[src/rtl/dag_pkg.sv]
package dag_pkg;

    localparam int unsigned COORD_W = 24;
    localparam int unsigned DIFF_W = 25;
    localparam int unsigned SQ_W = 50;
    localparam int unsigned SUM_W = 52;
    localparam int unsigned DIST_W = 26;
    localparam int unsigned GAIN_W = 17;
    localparam int unsigned NUM_W = 48;
    localparam int unsigned DEN_W = 43;
    localparam logic [GAIN_W-1:0] GAIN_ONE = 17'h10000;

    typedef enum logic [1:0] {
        REGION_FULL    = 2'd0,
        REGION_ROLLOFF = 2'd1,
        REGION_BEYOND  = 2'd2,
        REGION_ZERODEN = 2'd3
    } region_t;

    typedef struct packed {
        logic [7:0]         source_index;
        logic               playing;
        logic signed [23:0] listener_x;
        logic signed [23:0] listener_y;
        logic signed [23:0] listener_z;
        logic signed [23:0] source_x;
        logic signed [23:0] source_y;
        logic signed [23:0] source_z;
        logic [23:0]        max_distance;
        logic [23:0]        reference_distance;
        logic [15:0]        rolloff;
    } in_item_t;

    typedef struct packed {
        logic [7:0]        result_index;
        logic [GAIN_W-1:0] gain;
        logic [1:0]        region;
    } out_item_t;

    // values carried alongside the data path
    typedef struct packed {
        logic [7:0]  index;
        logic [23:0] maxd;
        logic [23:0] refd;
        logic [15:0] roll;
    } side_t;

endpackage

[src/rtl/dag_isqrt.sv]
// Pipelined restoring square root, one result bit per stage.
module dag_isqrt (
    input  logic                          clk,
    input  logic                          rst_n,
    input  logic                          advance,
    input  logic                          in_valid,
    input  logic [dag_pkg::SUM_W-1:0]     radicand,
    input  dag_pkg::side_t                in_side,
    output logic                          out_valid,
    output logic [dag_pkg::DIST_W-1:0]    root,
    output dag_pkg::side_t                out_side
);
    localparam int unsigned STAGES = dag_pkg::DIST_W;
    localparam int unsigned SW = dag_pkg::SUM_W;
    localparam int unsigned RW = dag_pkg::DIST_W;

    logic [SW-1:0]   rem_reg  [STAGES+1];
    logic [RW-1:0]   root_reg [STAGES+1];
    logic [STAGES:0] vld_reg;
    dag_pkg::side_t  side_reg [STAGES+1];

    always_comb
    begin
        rem_reg[0]  = radicand;
        root_reg[0] = '0;
        vld_reg[0]  = in_valid;
        side_reg[0] = in_side;
    end

    for (genvar s = 0; s < STAGES; s++) begin : g_stage
        localparam int unsigned B = STAGES - 1 - s;
        logic [SW+1:0] trial;
        logic [SW+1:0] rem_ext;
        logic [RW-1:0] root_next;
        logic [SW-1:0] rem_next;
        always_comb
        begin
            // growth of the square when bit B is set: (r << (B+1)) + (1 << 2B)
            trial = ((SW+2)'(root_reg[s]) << (B + 1)) + ((SW+2)'(1) << (2 * B));
            rem_ext = (SW+2)'(rem_reg[s]);
            if (rem_ext >= trial)
            begin
                rem_next  = SW'(rem_ext - trial);
                root_next = root_reg[s] | (RW'(1) << B);
            end
            else
            begin
                rem_next  = rem_reg[s];
                root_next = root_reg[s];
            end
        end
        always_ff @(posedge clk or negedge rst_n)
        begin
            if (!rst_n)
                vld_reg[s+1] <= 1'b0;
            else if (advance)
                vld_reg[s+1] <= vld_reg[s];
        end
        always_ff @(posedge clk)
        begin
            if (advance)
            begin
                rem_reg[s+1]  <= rem_next;
                root_reg[s+1] <= root_next;
                side_reg[s+1] <= side_reg[s];
            end
        end
    end

    assign out_valid = vld_reg[STAGES];
    assign root      = root_reg[STAGES];
    assign out_side  = side_reg[STAGES];
endmodule

[config.mk]
export PLATFORM = sky130hd
export DESIGN_NAME = dag_isqrt
export DESIGN_NICKNAME = d
export VERILOG_FILES = /design/src/rtl/dag_pkg.sv /design/src/rtl/dag_isqrt.sv
export SDC_FILE = /design/constraint.sdc
export NUM_CORES = 2
export LEC_CHECK = 0
export BUFFER_PORTS_ARGS = -buffer_cell sky130_fd_sc_hd__buf_2
export CAP_MARGIN = 30
export CORE_UTILIZATION = 30
export DETAILED_ROUTE_END_ITERATION = 16
export HOLD_SLACK_MARGIN = 0.08
export SETUP_SLACK_MARGIN = 0.05
export SLEW_MARGIN = 5
export SYNTH_ARGS = -nofsm -noshare
export SYNTH_HDL_FRONTEND = slang
export SYNTH_SLANG_ARGS = --single-unit
export TNS_END_PERCENT = 30
[constraint.sdc]
create_clock -name clk -period 8 [get_ports clk]
set_input_delay 0.8 -clock clk [delete_from_list [all_inputs] [get_ports clk]]
set_output_delay 0.8 -clock clk [all_outputs]
set_load 0.03 [all_outputs]
== Yosys cells after proc, flatten, opt, wreduce, memory -nomap -nowiden ==
Cells that the tools add are included.

* Add/subtract/negate cells: 50
* $mul: 0
* Divide/modulo/power cells: 0
* Order comparisons: 26
* Equal/unequal tests: 0
* Shift-type cells: 0
* Mux-type cells: 26
* Bitwise gates (word level): 0
* Reduce and logical (&&, ||, !) cells: 0

{| class="wikitable"
|+ Operators with widths
! cell !! count
|-
| 2-to-1 mux 52 bit || 25
|-
| adder 51 x 49 -> 52 bit, second input constant || 1
|-
| greater-or-equal comparator 52 x 28 -> 1 bit || 1
|-
| greater-or-equal comparator 52 x 29 -> 1 bit || 1
|-
| greater-or-equal comparator 52 x 30 -> 1 bit || 1
|-
| greater-or-equal comparator 52 x 31 -> 1 bit || 1
|-
| greater-or-equal comparator 52 x 32 -> 1 bit || 1
|-
| greater-or-equal comparator 52 x 33 -> 1 bit || 1
|-
| greater-or-equal comparator 52 x 34 -> 1 bit || 1
|-
| greater-or-equal comparator 52 x 35 -> 1 bit || 1
|-
| greater-or-equal comparator 52 x 36 -> 1 bit || 1
|-
| greater-or-equal comparator 52 x 37 -> 1 bit || 1
|-
| greater-or-equal comparator 52 x 38 -> 1 bit || 1
|-
| greater-or-equal comparator 52 x 39 -> 1 bit || 1
|-
| greater-or-equal comparator 52 x 40 -> 1 bit || 1
|-
| greater-or-equal comparator 52 x 41 -> 1 bit || 1
|-
| greater-or-equal comparator 52 x 42 -> 1 bit || 1
|-
| greater-or-equal comparator 52 x 43 -> 1 bit || 1
|-
| greater-or-equal comparator 52 x 44 -> 1 bit || 1
|-
| greater-or-equal comparator 52 x 45 -> 1 bit || 1
|-
| greater-or-equal comparator 52 x 46 -> 1 bit || 1
|-
| greater-or-equal comparator 52 x 47 -> 1 bit || 1
|-
| greater-or-equal comparator 52 x 48 -> 1 bit || 1
|-
| greater-or-equal comparator 52 x 49 -> 1 bit || 1
|-
| 54 further kinds || 54
|}

* Register bits after elaboration: 3874
* Bits in latches: 0
* Memory bits (writable): 0
* Bits in read-only memories: 0
* Word-level logic and storage cells: 308
* Memories: 0

== Depth between registers and ports, before layout ==
* Word-level depth: 3
* Mapped depth: 14

== Least setup slack after synthesis ==
No wires, ideal clock.

* Kind: reg-to-reg
* Start: register rem_reg (netlist bit g_stage[21].rem_ext[23])
* End: register rem_reg (netlist bit g_stage[22].rem_ext[37]), data pin
* Library setup time: 0.267 ns
* Data arrival time: 3.001 ns
* Required time: 7.733 ns
* Setup slack: 4.732 ns
* Cell stages (with the launch flop): 12
* Clock period less this slack: 3.268 ns
* Cell sequence: edfxtp_1 -> ha_1 -> clkbuf_1 -> nand4_1 -> or4_1 -> nor4_1 -> nor4bb_1 -> nor4b_2 -> or2_1 -> or3_1 -> o31ai_1 -> o21ai_0

* Word-level cells in the longest chain between the ends: 2
* Elaborated cells between the ends (all ways): 3
* Those cells by class: add/sub (1); order compare (1); mux (1)

{| class="wikitable"
|+ Ends and longest elaborated chain
! what !! RTL line !! RTL
|-
| from (decl) || dag_isqrt.sv:17 || <nowiki>logic [SW-1:0] rem_reg [STAGES+1];</nowiki>
|-
| from (signal, indexed assignment) || dag_isqrt.sv:63 || <nowiki>rem_reg[s+1] <= rem_next;</nowiki>
|-
| subtractor 52 x 32 -> 52 bit or greater-or-equal comparator 52 x 32 -> 1 bit (tied branches) || dag_isqrt.sv:43, dag_isqrt.sv:41 ||
|-
| 2-to-1 mux 52 bit (*) || dag_isqrt.sv:41 || <nowiki>if (rem_ext >= trial)</nowiki>
|-
| named net g_stage[21].rem_next[37] || dag_isqrt.sv:35 || <nowiki>logic [SW-1:0] rem_next;</nowiki>
|}

The timed path passes the listed nets; every way through them passes the cells marked *.
A chain may end at the register's enable or synchronous reset.

== Worst setup path in the final report ==
* Start: register rem_reg (netlist bit g_stage[18].rem_ext[19])
* End: register rem_reg (netlist bit g_stage[19].rem_ext[45]), data pin

* Word-level cells in the longest chain between the ends: 2
* Elaborated cells between the ends (all ways): 3
* Those cells by class: add/sub (1); order compare (1); mux (1)

{| class="wikitable"
|+ Ends and longest elaborated chain
! what !! RTL line
|-
| subtractor 52 x 35 -> 52 bit or greater-or-equal comparator 52 x 35 -> 1 bit (tied branches) || dag_isqrt.sv:43, dag_isqrt.sv:41
|-
| 2-to-1 mux 52 bit (*) || dag_isqrt.sv:41
|-
| named net g_stage[18].rem_next[45] || dag_isqrt.sv:35
|}

Marked as above.

==> out/qor.txt <==
Clock slew at reported path FFs: 0.06 ns
Status: complete, no violations
VDD IR-drop max: 0.218 mV
First-pass GRT wire length: 357000 um
Die H: 675 um
Final setup violation count: 0
Area delta synth->final: 16.0%
GRT overflow: 0
Hold path depth: 2
Cell internal pwr: 34.4 mW
Yosys cell types: 98
Die width: 675 um
Hold/Removal Path Class: in2reg
Syn. warnings: 0
Cell Area, Synth: 136000 sq um
CP Class: reg2reg
Clock share of power: 0.372
Vias in the first global route: 67700
DRT iter0 DRCs: 4799
Total GRT Usage: 0.0953
CP startpoint: g_stage[18].rem_ext[19]
Setup slack, reg-to-reg: 3.73 ns
Crit path arrival time: 4.88 ns
DR vias: 66000
Pin count of the biggest net entering global routing: 220
Worst Tran Pin Value: 1.32 ns
GPL Wtd Cong: 0.925
Syn Inst Count: 8084
Detailed Place HPWL: 150000 um
Final worst setup slack: 3.73 ns
Post-Syn Nets: 8585
Worst Path Required: 8.61 ns
Synthesized flop and latch total: 3549
Nets: 9199
Setup TNS: 0 ns
Fin Clk Skew: 0.0795 ns
Critical Path Source Type: flop
P per Cell Area: 287 nW/um^2
Util after Layout: 0.351
RSZ-0062 raised after global routing: no
DR WL/cell: 15.1 um
Number of fill cells: 42100
Core Area: 450000 sq um
Maximum clock path buffer count: 4
Switching Fraction: 0.239
Final count of hold timing violations: 0
Combinational fraction of design power: 0.108
Worst R2R Start: g_stage[18].rem_ext[19]
Setup crit end: g_stage[19].rem_ext[45]
Clock Latency Late Sink: 0.95 ns
# rows: 246
Initial cell density of the core: 0.302
Max transition margin: 0.117
Number of flip-flops under the largest register name: 1800
Initial antenna violation count: 1
Syn avg cell area: 16.8 sq um
CTS H-tree lvls: 5
Psw: 10.8 mW
Fin crit period: 4.27 ns
Max Cap Viol: 0
I/O pin total: 227
Final period utilization: 0.534
Dpl cells: 14200
Highest clock rate: 234 MHz
FF-to-FF path depth: 13
PostCTS Resize Cnt: 0
Post-synth EDFFs: 3523
Non-filler cells, final: 15000
Sequential fraction of design power: 0.520
Critical Path End Type: flop
IO buf count: 226
CTS Sinks: 3549
Clock Tree Root: clkbuf_16
FFs w/ async S/R, synth: 0.00733
Crit Path Max Fanout: 23
First-pass DRT Iterations: 6
Dpl ws: 3.78 ns
CTS Buf Count: 369
Residual DRC: 0
Pleak: 55.9 nW
Routed WL: 226000 um
Post-DRT Antenna Nets: 0
Final Power: 45.2 mW
Max Transition Viols Final: 0
CTS tree: built
Die area: 456000 sq um
Top_reg_cell synth: edfxtp_1
Share of layout cells above drive strength 1: 0.107
Reg2reg end: g_stage[19].rem_ext[45]
Via density: 4.41
Seq/Total Area, Yosys: 0.783
[cells by family (layout without fill, tap and decap cells)]
family | count (synthesis) | count (layout) | synth area share
XOR/XNOR | 563 | 563 | 0.0363
flip-flops | 3549 | 3549 | 0.783
AND/OR/NAND/NOR | 1731 | 1731 | 0.0664
multiplexers | 103 | 103 | 0.00847
other | 0 | 3 | 0
buffers and inverters | 636 | 1556 | 0.0198
adder cells (fa/ha/maj) | 373 | 373 | 0.0343
AO/OA/AOI/OAI | 1129 | 1129 | 0.0519
[cell usage after synthesis, types with 26 or more instances]
cell,instances,share of area
mux2_2,95,0.0079
dfrtp_1,26,0.0048
edfxtp_1,3523,0.78
nand4_1,84,0.0039
buf_4,74,0.0041
nor2_1,408,0.011
o31ai_1,28,0.0015
xnor2_1,290,0.019
nor4_1,197,0.0091
a21o_1,132,0.0073
a211oi_1,29,0.0016
nor3_1,176,0.0065
or4_1,48,0.0026
o211ai_1,27,0.0015
clkbuf_1,78,0.0022
o21a_1,70,0.0039
inv_1,461,0.013
nand3_1,96,0.0035
nand2b_1,80,0.0037
and3_1,27,0.0012
xor2_1,272,0.018
a21oi_1,386,0.014
nand2_1,339,0.0094
o21ai_0,252,0.0093
or3_1,60,0.0028
nor2b_1,53,0.0024
ha_1,373,0.034
[placed cells by master (no fill, tap or decap), types with 60 or more instances in the layout]
master,count
a21o_1,132
a21oi_1,386
buf_2,229
clkbuf_1,73
clkbuf_16,373
clkinv_1,88
dlygate4sd3_1,125
edfxtp_1,3523
ha_1,373
inv_1,461
mux2_2,95
nand2_1,339
nand2b_1,80
nand3_1,96
nand4_1,84
nor2_1,408
nor3_1,176
nor4_1,197
o21a_1,70
o21ai_0,251
or3_1,60
xnor2_1,290
xor2_1,272
[worst min-delay path by stage]
stage	start	to	slack, ns
floorplan	side_reg[72]	out_side[0]	0.40
global placement	side_reg[1038]	side_reg[966]	0.40
detailed placement	side_reg[77]	out_side[5]	0.40
CTS	radicand[51]	root_reg[675]	0.08
global route	radicand[51]	root_reg[675]	0.12
finish	radicand[51]	root_reg[675]	0.18
[cell type report]
| cell class | instances | area (sq um) | area share |
|---|---|---|---|
| Multi-Input combinational cell | 3899 | 26900 | 0.170 |
| Clock buffer | 447 | 9620 | 0.0610 |
| Tap cell | 5952 | 7450 | 0.0472 |
| Inverter | 465 | 1750 | 0.0111 |
| Timing Repair Buffer | 414 | 3140 | 0.0199 |
| Sequential cell | 3549 | 106000 | 0.675 |
| Antenna cell | 3 | 7.51 | 0.0000476 |
| Clock inverter | 230 | 2470 | 0.0157 |
[critical path: stages (launching register included)]
cell	delay (ns)
edfxtp_1	0.41
ha_1	0.38
nand2_1	0.14
a211o_1	0.28
a21oi_1	0.30
o211ai_1	0.25
o311ai_0	0.81
nor2b_1	0.10
buf_4	0.25
inv_1	0.22
buf_4	0.26
nand3_1	0.21
nor4_1	0.29
xor2_1	0.12
[what timing repair did]
action,in CTS,in global routing
buffers inserted,0,0
hold buffers,125,0
hold endpoints to repair,150,0
[metal layers]
| metal | track usage | part of all wire | wire (um) | vias to the layer above |
|---|---|---|---|---|
| met5 | 0 | 0 | 0 | - |
| met4 | 0.0477 | 0.050 | 11200 | 0 |
| met3 | 0.0185 | 0.042 | 9520 | 592 |
| met2 | 0.170 | 0.50 | 113000 | 1483 |
| met1 | 0.109 | 0.41 | 92400 | 31800 |
| li1 | - | - | - | 32100 |
[power groups by stage]
stage                     clock network (mW)  registers, mW  logic, mW
after floorplan                            0           23.5       3.45
after CTS                               17.4           23.5       4.88
after global placement                     0           23.8       4.66
after detailed placement                   0           23.9       4.80
after global routing                    18.1           23.7       5.42
final                                   16.8           23.5       4.89
[per-stage QoR]
stage	instance area, sq um	hold slack (ns)
after detailed placement	144000	0.405
after floorplan	136000	0.400
after CTS	158000	0.0841
final	158000	0.180
after global placement	144000	0.400
after global routing	158000	0.119
(Power assumes the default switching activity.)
